<file path="config.mk">
export PLATFORM = sky130hd
export DESIGN_NAME = video_mode_timing_sequencer_core
export DESIGN_NICKNAME = d
export VERILOG_FILES = /design/src/vmts_pkg.sv /design/src/vmts_cfg.sv /design/src/vmts_step.sv /design/src/video_mode_timing_sequencer_core.sv
export SDC_FILE = /design/constraint.sdc
export NUM_CORES = 1
export LEC_CHECK = 0
export ABC_AREA = 1
export ABC_CLOCK_PERIOD_IN_PS = 9800
export BUFFER_PORTS_ARGS = -buffer_cell sky130_fd_sc_hd__buf_2
export CAP_MARGIN = 20
export CORE_ASPECT_RATIO = 0.6
export CORE_MARGIN = 2
export CORE_UTILIZATION = 55
export DETAILED_ROUTE_END_ITERATION = 10
export GPL_ROUTABILITY_DRIVEN = 0
export GPL_TIMING_DRIVEN = 0
export PLACE_DENSITY_LB_ADDON = 0.3
export SLEW_MARGIN = 30
export SYNTH_ARGS = -nofsm -noshare
export SYNTH_HDL_FRONTEND = slang
export SYNTH_SLANG_ARGS = --single-unit
</file>
<file path="constraint.sdc">
create_clock -name i_clk -period 9.8 [get_ports i_clk]
set_clock_uncertainty 0.2 [all_clocks]
set_input_delay 1.96 -clock i_clk [delete_from_list [all_inputs] [get_ports i_clk]]
set_output_delay 1.96 -clock i_clk [all_outputs]
set_load 0.02 [all_outputs]
</file>
<file path="src/vmts_pkg.sv">
`timescale 1ns / 1ps
`default_nettype none
// ---------------------------------------------------------------------------
// vmts_pkg
// Types and constants shared by the video mode timing sequencer modules.
// ---------------------------------------------------------------------------
package vmts_pkg;

    typedef enum logic [1:0] {
        MODE_HBLANK = 2'd0,
        MODE_VBLANK = 2'd1,
        MODE_OAM    = 2'd2,
        MODE_DRAW   = 2'd3
    } t_mode;

    localparam int DOT_W  = 7;
    localparam int CNT_W  = 10;
    localparam int LINE_W = 8;
    localparam int IDX_W  = 3;
    localparam int CFG_W  = 8;

    localparam logic [DOT_W-1:0]  MAX_DOTS    = 7'd80;
    localparam logic [CNT_W-1:0]  DOTS_OAM    = 10'd80;
    localparam logic [CNT_W-1:0]  DOTS_DRAW   = 10'd172;
    localparam logic [CNT_W-1:0]  DOTS_HBLANK = 10'd204;
    localparam logic [CNT_W-1:0]  DOTS_LINE   = 10'd456;
    localparam logic [LINE_W-1:0] LINE_VBLANK = 8'd144;
    localparam logic [LINE_W-1:0] LINE_LAST   = 8'd153;

    localparam logic [IDX_W-1:0] REG_DISPLAY_ON    = 3'd0;
    localparam logic [IDX_W-1:0] REG_COMPARE_LINE  = 3'd1;
    localparam logic [IDX_W-1:0] REG_HBLANK_IRQ_EN = 3'd2;
    localparam logic [IDX_W-1:0] REG_VBLANK_STAT_EN = 3'd3;
    localparam logic [IDX_W-1:0] REG_OAM_IRQ_EN    = 3'd4;
    localparam logic [IDX_W-1:0] REG_COMPARE_IRQ_EN = 3'd5;

    typedef struct packed {
        logic              display_on;
        logic [LINE_W-1:0] compare_line;
        logic              hblank_irq_enable;
        logic              vblank_stat_enable;
        logic              oam_irq_enable;
        logic              compare_irq_enable;
    } t_cfg;

    typedef struct packed {
        t_mode             mode;
        logic [CNT_W-1:0]  dots;
        logic [LINE_W-1:0] line;
        logic              match;
    } t_state;

    // Packed with video_mode in the lowest bits.
    typedef struct packed {
        logic              scan_objects;
        logic              render_line;
        logic              vblank_irq;
        logic              status_irq;
        logic              line_match;
        logic [LINE_W-1:0] line_number;
        t_mode             video_mode;
    } t_result;

    localparam int RES_W = $bits(t_result);

endpackage
`default_nettype wire

</file>
<file path="src/vmts_cfg.sv">
`timescale 1ns / 1ps
`default_nettype none
// ---------------------------------------------------------------------------
// vmts_cfg
// Configuration register bank written through the plain write port.
// ---------------------------------------------------------------------------
module vmts_cfg import vmts_pkg::*; (
    input  wire logic             i_clk,
    input  wire logic             i_rst_n,
    input  wire logic             i_cfg_we,
    input  wire logic [IDX_W-1:0] i_cfg_idx,
    input  wire logic [CFG_W-1:0] i_cfg_data,
    output t_cfg                  o_cfg
);

    t_cfg r_cfg;
    t_cfg n_cfg;

    always_comb begin
        n_cfg = r_cfg;
        if (i_cfg_we) begin
            unique case (i_cfg_idx)
                REG_DISPLAY_ON:     n_cfg.display_on         = i_cfg_data[0];
                REG_COMPARE_LINE:   n_cfg.compare_line       = i_cfg_data[LINE_W-1:0];
                REG_HBLANK_IRQ_EN:  n_cfg.hblank_irq_enable  = i_cfg_data[0];
                REG_VBLANK_STAT_EN: n_cfg.vblank_stat_enable = i_cfg_data[0];
                REG_OAM_IRQ_EN:     n_cfg.oam_irq_enable     = i_cfg_data[0];
                REG_COMPARE_IRQ_EN: n_cfg.compare_irq_enable = i_cfg_data[0];
                default:            n_cfg = r_cfg;
            endcase
        end
    end

    always_ff @(posedge i_clk) begin
        if (!i_rst_n) begin
            r_cfg.display_on         <= 1'b1;
            r_cfg.compare_line       <= '0;
            r_cfg.hblank_irq_enable  <= 1'b0;
            r_cfg.vblank_stat_enable <= 1'b0;
            r_cfg.oam_irq_enable     <= 1'b0;
            r_cfg.compare_irq_enable <= 1'b0;
        end else begin
            r_cfg <= n_cfg;
        end
    end

    assign o_cfg = r_cfg;

endmodule
`default_nettype wire

</file>
<file path="src/vmts_step.sv">
`timescale 1ns / 1ps
`default_nettype none
// ---------------------------------------------------------------------------
// vmts_step
// One timing step: add elapsed dots and take at most one mode transition.
// ---------------------------------------------------------------------------
module vmts_step import vmts_pkg::*; (
    input  t_cfg                  i_cfg,
    input  t_state                i_state,
    input  wire logic [DOT_W-1:0] i_dots,
    output t_state                o_state,
    output t_result               o_result
);

    logic [DOT_W-1:0]  dots_clip;
    logic [CNT_W-1:0]  sum;
    logic [LINE_W-1:0] line_inc;
    logic [LINE_W-1:0] line_new;
    logic              cmp_hit;
    logic              stat;
    logic              vbl;
    logic              render;
    logic              scan;
    t_state            nxt;

    assign dots_clip = (i_dots > MAX_DOTS) ? MAX_DOTS : i_dots;
    assign sum       = i_state.dots + CNT_W'(dots_clip);
    assign line_inc  = i_state.line + 8'd1;
    assign line_new  = (i_state.mode == MODE_VBLANK && line_inc > LINE_LAST) ? '0 : line_inc;
    assign cmp_hit   = (line_new == i_cfg.compare_line);

    always_comb begin
        nxt    = i_state;
        stat   = 1'b0;
        vbl    = 1'b0;
        render = 1'b0;
        scan   = 1'b0;
        if (i_cfg.display_on) begin
            nxt.dots = sum;
            unique case (i_state.mode)
                MODE_OAM: begin
                    if (sum >= DOTS_OAM) begin
                        nxt.dots = sum - DOTS_OAM;
                        nxt.mode = MODE_DRAW;
                    end
                end
                MODE_DRAW: begin
                    if (sum >= DOTS_DRAW) begin
                        nxt.dots = sum - DOTS_DRAW;
                        nxt.mode = MODE_HBLANK;
                        render   = 1'b1;
                        stat     = i_cfg.hblank_irq_enable;
                    end
                end
                MODE_HBLANK: begin
                    if (sum >= DOTS_HBLANK) begin
                        nxt.dots  = sum - DOTS_HBLANK;
                        nxt.line  = line_new;
                        nxt.match = cmp_hit;
                        stat      = cmp_hit & i_cfg.compare_irq_enable;
                        if (line_new == LINE_VBLANK) begin
                            nxt.mode = MODE_VBLANK;
                            vbl      = 1'b1;
                            stat     = stat | i_cfg.vblank_stat_enable;
                        end else begin
                            nxt.mode = MODE_OAM;
                            scan     = 1'b1;
                            stat     = stat | i_cfg.oam_irq_enable;
                        end
                    end
                end
                MODE_VBLANK: begin
                    if (sum >= DOTS_LINE) begin
                        nxt.dots  = sum - DOTS_LINE;
                        nxt.line  = line_new;
                        nxt.match = cmp_hit;
                        stat      = cmp_hit & i_cfg.compare_irq_enable;
                        if (line_inc > LINE_LAST) begin
                            nxt.mode = MODE_OAM;
                            scan     = 1'b1;
                            stat     = stat | i_cfg.oam_irq_enable;
                        end
                    end
                end
                default: nxt = i_state;
            endcase
        end
    end

    assign o_state               = nxt;
    assign o_result.video_mode   = nxt.mode;
    assign o_result.line_number  = nxt.line;
    assign o_result.line_match   = nxt.match;
    assign o_result.status_irq   = stat;
    assign o_result.vblank_irq   = vbl;
    assign o_result.render_line  = render;
    assign o_result.scan_objects = scan;

endmodule
`default_nettype wire

</file>
<file path="src/video_mode_timing_sequencer_core.sv">
`timescale 1ns / 1ps
`default_nettype none
// ---------------------------------------------------------------------------
// video_mode_timing_sequencer_core
// Scanline timing generator: mode, line counter, compare flag and pulses.
// ---------------------------------------------------------------------------
// Each transfer on the slave side carries an elapsed dot count and yields one
// result through the input and then the result register. One transfer per
// clock is sustained while m_axis_tready is high: dot counter, mode and line
// update combinationally from the input register into the state and result
// registers; a waiting result stalls them. Configuration writes take effect
// on the next clock; make them only while idle (the block does not enforce it).
module video_mode_timing_sequencer_core import vmts_pkg::*; (
    input  wire logic             i_clk,
    input  wire logic             i_rst_n,
    input  wire logic             i_cfg_we,
    input  wire logic [IDX_W-1:0] i_cfg_idx,
    input  wire logic [CFG_W-1:0] i_cfg_data,
    input  wire logic             s_axis_tvalid,
    output logic                  s_axis_tready,
    input  wire logic [7:0]       s_axis_tdata,  // [6:0] dot_cycles
    output logic                  m_axis_tvalid,
    input  wire logic             m_axis_tready,
    // [1:0] video_mode, [9:2] line_number, [10] line_match, [11] status_irq,
    // [12] vblank_irq, [13] render_line, [14] scan_objects
    output logic [15:0]           m_axis_tdata
);

    t_cfg             cfg;
    t_state           r_state;
    t_state           n_state;
    t_result          step_res;
    t_result          r_res;
    logic             r_in_valid;
    logic [DOT_W-1:0] r_in_dots;
    logic             r_out_valid;
    logic             advance;

    vmts_cfg u_cfg (
        .i_clk      (i_clk),
        .i_rst_n    (i_rst_n),
        .i_cfg_we   (i_cfg_we),
        .i_cfg_idx  (i_cfg_idx),
        .i_cfg_data (i_cfg_data),
        .o_cfg      (cfg)
    );

    vmts_step u_step (
        .i_cfg    (cfg),
        .i_state  (r_state),
        .i_dots   (r_in_dots),
        .o_state  (n_state),
        .o_result (step_res)
    );

    assign advance       = r_in_valid && (!r_out_valid || m_axis_tready);
    assign s_axis_tready = !r_in_valid || advance;

    always_ff @(posedge i_clk) begin
        if (!i_rst_n) begin
            r_in_valid    <= 1'b0;
            r_out_valid   <= 1'b0;
            r_state.mode  <= MODE_OAM;
            r_state.dots  <= '0;
            r_state.line  <= '0;
            r_state.match <= 1'b0;
        end else begin
            if (s_axis_tready) begin
                r_in_valid <= s_axis_tvalid;
            end
            if (advance) begin
                r_out_valid <= 1'b1;
                r_state     <= n_state;
            end else if (m_axis_tready) begin
                r_out_valid <= 1'b0;
            end
        end
    end

    always_ff @(posedge i_clk) begin
        if (s_axis_tready && s_axis_tvalid) begin
            r_in_dots <= s_axis_tdata[DOT_W-1:0];
        end
        if (advance) begin
            r_res <= step_res;
        end
    end

    assign m_axis_tvalid = r_out_valid;
    assign m_axis_tdata  = {{(16-RES_W){1'b0}}, r_res};

endmodule
`default_nettype wire

</file>
Yosys cells after proc, flatten, opt, wreduce, memory -nomap -nowiden
Cells that the tools add are included.

cells by class
  eq/ne operators = 10
  reductions and logical operators = 19
  order comparisons = 6
  muxes and demuxes = 26
  bitwise operators = 3
  $add $sub $neg = 6

operators with widths
  kind                   count
  $mux 21                3
  $pmux 12 s4            1
  $mux 12                2
  $ge 10x8->1 const B    2
  $sub 10x8->10 const B  2
  $pmux 9 s2             1
  $reduce_and 2->1       8
  $mux 1                 13
  $add 10x7->10          1
  $ge 10x7->1 const B    1
  $ge 10x9->1 const B    1
  $sub 10x7->10 const B  1
  $sub 10x9->10 const B  1
  $add 8x1->8 const B    1
  $eq 8x8->1             1
  $eq 8x8->1 const B     1
  $gt 8x8->1 const B     1
  $mux 8                 1
  $gt 7x7->1 const B     1
  $mux 7                 1
  $eq 3x2->1 const B     2
  $eq 3x3->1 const B     2
  $eq 2x2->1 const B     2
  $mux 2                 2
  other kinds (13)       18

word-level totals
  bits of input ports = 24
  output and inout bits = 18
  register bits after elaboration = 58
  word-level logic and storage cells = 90

Depth between registers and ports, before layout
  depth after elaboration = 10
  gate-level depth with buffers = 29
  mapped depth without buffers = 29

Hierarchy
A second synthesis with hierarchy kept.

second synthesis, totals
  cell total of the unflattened synthesis = 742
  area total of the unflattened synthesis = 4833.4 µm²

by module, submodules not included
  module                            sequential area each (µm²)  cells each  area an instance (µm²)  times used
  vmts_step                         0.0                         480         2487.4                  1
  video_mode_timing_sequencer_core  1121.1                      172         1741.7                  1
  vmts_cfg                          260.2                       90          604.3                   1

Worst setup path after synthesis
No wires, ideal clock.

  kind = input to output
  from = input port m_axis_tready
  to = output port s_axis_tready
  cell stages on the path = 2
  path slack = 5.427 ns
  path buffers = 0
  required time = 7.640 ns
  arrival time = 2.213 ns
  path through = inv_1 nand3_1

on the way
  cells in the longest elaborated chain, start to end = 3

ends and longest elaborated chain
  item               line                                    text
  from (decl)        video_mode_timing_sequencer_core.sv:23  input wire logic m_axis_tready,
  $logic_or 1x1->1   video_mode_timing_sequencer_core.sv:56  assign advance = r_in_valid && (!r_out_valid || m_axis_tready);
  $logic_and 1x1->1  video_mode_timing_sequencer_core.sv:56
  $logic_or 1x1->1   video_mode_timing_sequencer_core.sv:57  assign s_axis_tready = !r_in_valid || advance;
  to (decl)          video_mode_timing_sequencer_core.sv:20  output logic s_axis_tready,

Every way passes these cells.

Worst setup path in the final report
  from = register r_in_dots[1]
  to = register r_state[11] (netlist bit)

on the way
  cells in the longest elaborated chain, start to end = 6
  elaborated cells between the ends (all ways) = 16
  those cells by class = 5 x add/sub; 5 x order compare; 6 x mux

ends and longest elaborated chain
  item                                   line                                    text
  from (decl)                            video_mode_timing_sequencer_core.sv:35  logic [DOT_W-1:0] r_in_dots;
  from (signal assigned)                 video_mode_timing_sequencer_core.sv:82  r_in_dots <= s_axis_tdata[DOT_W-1:0];
  $gt 7x7->1                             vmts_step.sv:26                         assign dots_clip = (i_dots > MAX_DOTS) ? MAX_DOTS : i_dots;
  $mux 7 (*)                             vmts_step.sv:26
  $add 10x7->10 (*)                      vmts_step.sv:27                         assign sum = i_state.dots + CNT_W'(dots_clip);
  $sub 10x9->10 (tied with other cells)  vmts_step.sv:74                         nxt.dots = sum - DOTS_LINE;
  $mux 21 (tied with other cells)        vmts_step.sv:73                         if (sum >= DOTS_LINE) begin
  $pmux 12 s4 (*)                        vmts_step.sv:40                         unique case (i_state.mode)
  to (signal assigned)                   video_mode_timing_sequencer_core.sv:73  r_state <= n_state;
  to (decl)                              video_mode_timing_sequencer_core.sv:30  t_state r_state;

Every way passes the cells marked *; elsewhere a longest branch is shown, timed or not.
A chain may end at the register's enable or synchronous reset.

==> results list <==
- Top flip-flop cell by instance count after synthesis: sky130_fd_sc_hd__dfxtp_1
- In the final routing, the length of wire on met1 measures 5440 µm.
- The clock passes through at most 2 buffers.
- Measured against its own limit, the worst slew margin works out to 42.3%.
- The die covers 8650 µm².
* Most common cell after layout, fill and taps aside: sky130_fd_sc_hd__nand2_1
* Core Footprint: 7760 µm²
- NumNets Final: 743
- Share of the cycle needed by the critical path after routing: 46.7%
- Total CTS buffers: 9
* Status: finished, final reports clean
- Across all register-to-register paths, the minimum setup slack is 5.23 ns.
- The initial antenna violation count came to 0.
- The first TritonRoute pass finished after 8 iterations.
- The worst setup path is launched from a register.
- DRC marker count from the first detailed-route iteration: 649
* Net count after synthesis: 693
- The worst hold path terminates at u_cfg.o_cfg[11].
- The wire-length estimate of the detail-placed layout is 8880 µm.
- Root buffer cell: sky130_fd_sc_hd__clkbuf_16
- Derived from the worst setup path, the maximum achievable clock frequency is 219 MHz.
- Number of flops mapped to enable cells by yosys: 22
- After synthesis, the share of flip-flops with an asynchronous set or reset is 0%.
- Summed over all instances, the cell type with the most area after synthesis is sky130_fd_sc_hd__dfxtp_1.
* Startpoint of the lowest-slack register-to-register path: r_in_dots[1]
- Maximum fanout count along the critical path: 9
* Count of pins over their slew limit: 0
* Accumulated negative setup slack: 0 ns
- The cell count after synthesis came out at 650.
- Unrepaired setup endpoints after global routing: false
- For this run, the number of Yosys warnings is 0.
* CTS tree: done
* H-tree Lvls: 3
- In the final layout, the share of cells above drive strength 1 is 14.2%.
- Synthesized cell area: 4340 µm²
- Setup Viol. Count Final: 0
* Clock-pin transition on the worst setup and hold timing paths: 0.05 ns
- End of the worst register-to-register path: r_state[11]
- Broken down by cell family, the worst path's largest delay share belongs to simple AND/OR/NAND/NOR gates.
- Number of design rule violations left after detail routing: 0
- Detailed-route via count: 4506
- Wire length on met2: 4470 µm
- Measured along the x axis, the die boundary spans 119 µm.
* Remaining antenna violation count: 0
- The final layout contains routed wiring with a total length of 11600 µm.
* Max-cap viol count: 0
- Via count of the first global-routing pass: 4010
* Synthesized area per cell: 6.68 µm²
* Path category of the worst min-delay check: register to register
- Netlist cell types: 41
- Using the TritonRoute via totals, the vias-per-cell ratio works out to 5.54.
* Leakage Power: 2.45 nW
- The slowest stage of the critical path is the sky130_fd_sc_hd__fa_1 cell.
- The most numerous cell type found on the critical path is sky130_fd_sc_hd__nand2_1.
- Global routing consumed, over all layers together, 28.8% of the routing resources.
- Leading cell types in the layout, fill and taps excluded: sky130_fd_sc_hd__nand2_1 (173), sky130_fd_sc_hd__inv_1 (89), sky130_fd_sc_hd__nand3_1 (76), sky130_fd_sc_hd__nor2_1 (58), sky130_fd_sc_hd__a21oi_1 (44)
- Met3 routed wirelength: 1580 µm
* Arrival time at the worst endpoint: 4.57 ns
- Class of the most critical setup path: register to register
- Transition at the pin with the smallest max-transition slack: 0.862 ns
- Type of element capturing the critical path: register
* WP buf/inv: 5
- Diodes inserted: 0
- Startpoint of the most critical hold path: u_cfg.o_cfg[11]
- Row cnt: 25
- Fill cell instance count of the final layout: 698
- Critical path required time: 9.80 ns
- Peak supply drop: 0.129 mV
- The smallest clock period supported by the final layout is computed as 4.57 ns.
- Die outline height: 72.8 µm
* Depth of the worst register-to-register path: 25
* Endpoints failing hold: 0
* Layout-stage area growth over the synthesis result: 13.8%
- In the final routed layout, each cell accounts on average for 14.3 µm.
* Sequential fraction of the synthesis area: 31.8%
- Total number of clock tree sinks: 58
- Clock latency on the worst-skew pair, taken at its later pin, is 0.34 ns.
* Initial standard-cell utilization of the core: 56.0%
- The number of setup buffers added after CTS is 0.
- In this run, post-CTS repair resized a total of 0 instances.
* Global-route wire length before repair: 19400 µm
- 42 I/O pins were placed.
* Uppermost layer routed: met4
* Critical path's largest stage delay: 0.42 ns
* GRT overflow: 0
- For this design the ratio of total power to cell area is 164 nW/µm².
* Pin count of the biggest net entering global routing: 25
- Area share of the leading cell type in the synthesized netlist: 16.6%
- Number of I/O port buffers: 39
* Combined flip-flop and latch cell area: 1380 µm²
* Hold buffers post-CTS: 0
* Number of synthesized register bits: 58
- After synthesis, the cell types taking the most area are sky130_fd_sc_hd__dfxtp_1 (17%), sky130_fd_sc_hd__edfxtp_1 (15%), sky130_fd_sc_hd__nand2_1 (15%).
- Counting instances, the worst hold path has a depth of 2.
* Area used by multi-input combinational logic: 2510 µm²
- Total power of the final layout: 0.812 mW
[cells in the mapped netlist (4+ instances only)]
cell / n
sky130_fd_sc_hd__inv_2: 6
sky130_fd_sc_hd__xor2_1: 8
sky130_fd_sc_hd__inv_1: 89
sky130_fd_sc_hd__dfxtp_1: 36
sky130_fd_sc_hd__nor2_1: 58
sky130_fd_sc_hd__nand2_1: 173
sky130_fd_sc_hd__clkbuf_1: 9
sky130_fd_sc_hd__ha_1: 18
sky130_fd_sc_hd__a21oi_1: 44
sky130_fd_sc_hd__o21ai_0: 35
sky130_fd_sc_hd__nand3_1: 76
sky130_fd_sc_hd__o211ai_1: 4
sky130_fd_sc_hd__nand2_4: 7
sky130_fd_sc_hd__o21ai_1: 4
sky130_fd_sc_hd__edfxtp_1: 22
sky130_fd_sc_hd__buf_4: 4
sky130_fd_sc_hd__nand2_2: 11
sky130_fd_sc_hd__nand4_1: 9
[flip-flops by register name, indices dropped and copies added (netlist names)]
signal / cells
r_in_dots: 7
u_cfg.o_cfg: 13
r_state: 21
m_axis_tvalid: 1
r_in_valid: 1
m_axis_tdata: 15
[stage by stage]
stage               utilization (%)  worst slack, ns  std cells  instance area (µm²)  hold WS (ns)
floorplan                         -             5.43        650                 4340         0.244
global placement               60.3             5.26        797                 4670         0.255
detailed placement             60.3             5.25        797                 4670         0.261
CTS                            63.7             5.24        813                 4940         0.269
global route                   63.7             4.94        813                 4940         0.290
finish                         63.7             5.23        813                 4940         0.266
[how the worst max path moves through the flow]
stage / end / from / depth (start not counted)
after global placement: s_axis_tready / m_axis_tready / 4
after global routing: r_state[5] / r_in_dots[1] / 28
final: r_state[11] / r_in_dots[1] / 25
after detailed placement: s_axis_tready / m_axis_tready / 4
after floorplan: s_axis_tready / m_axis_tready / 2
after CTS: s_axis_tready / m_axis_tready / 4
[where the power goes]
group	switching, mW	internal (mW)
logic	0.172	0.0781
clock network	0.115	0.169
registers	0.00945	0.267
[layer usage]
layer | vias to the layer above | global-route usage (%)
met3 | 21 | 10.5
met5 | - | 0
met2 | 282 | 38.6
li1 | 2209 | -
met4 | 0 | 9.13
met1 | 1994 | 42.4
[tightest hold or removal path: cells and delay by family (launching register included)]
family / cells / cell delay (ns)
AO/OA/AOI/OAI: 1 / 0.05
flip-flops: 1 / 0.31
buffers and inverters: 1 / 0.06
[cell families after synthesis]
logic type / synth area share (%)
compound gates: 12.1
buf+inv: 10.4
xor+xnor: 1.81
fa+ha+maj: 5.65
other cells: 0.0863
simple gates: 38.2
flops: 31.8
[area by class of cell]
| cell class | count | area share (%) |
|---|---|---|
| buffer | 16 | 1.85 |
| clock buffer | 9 | 4.55 |
| clock inverter | 7 | 0.911 |
| inverter | 96 | 7.29 |
| multi-input combinational | 480 | 50.8 |
| sequential | 58 | 27.9 |
| tap | 108 | 2.73 |
| timing repair buffer | 39 | 3.95 |
(Power assumes the default switching activity.)
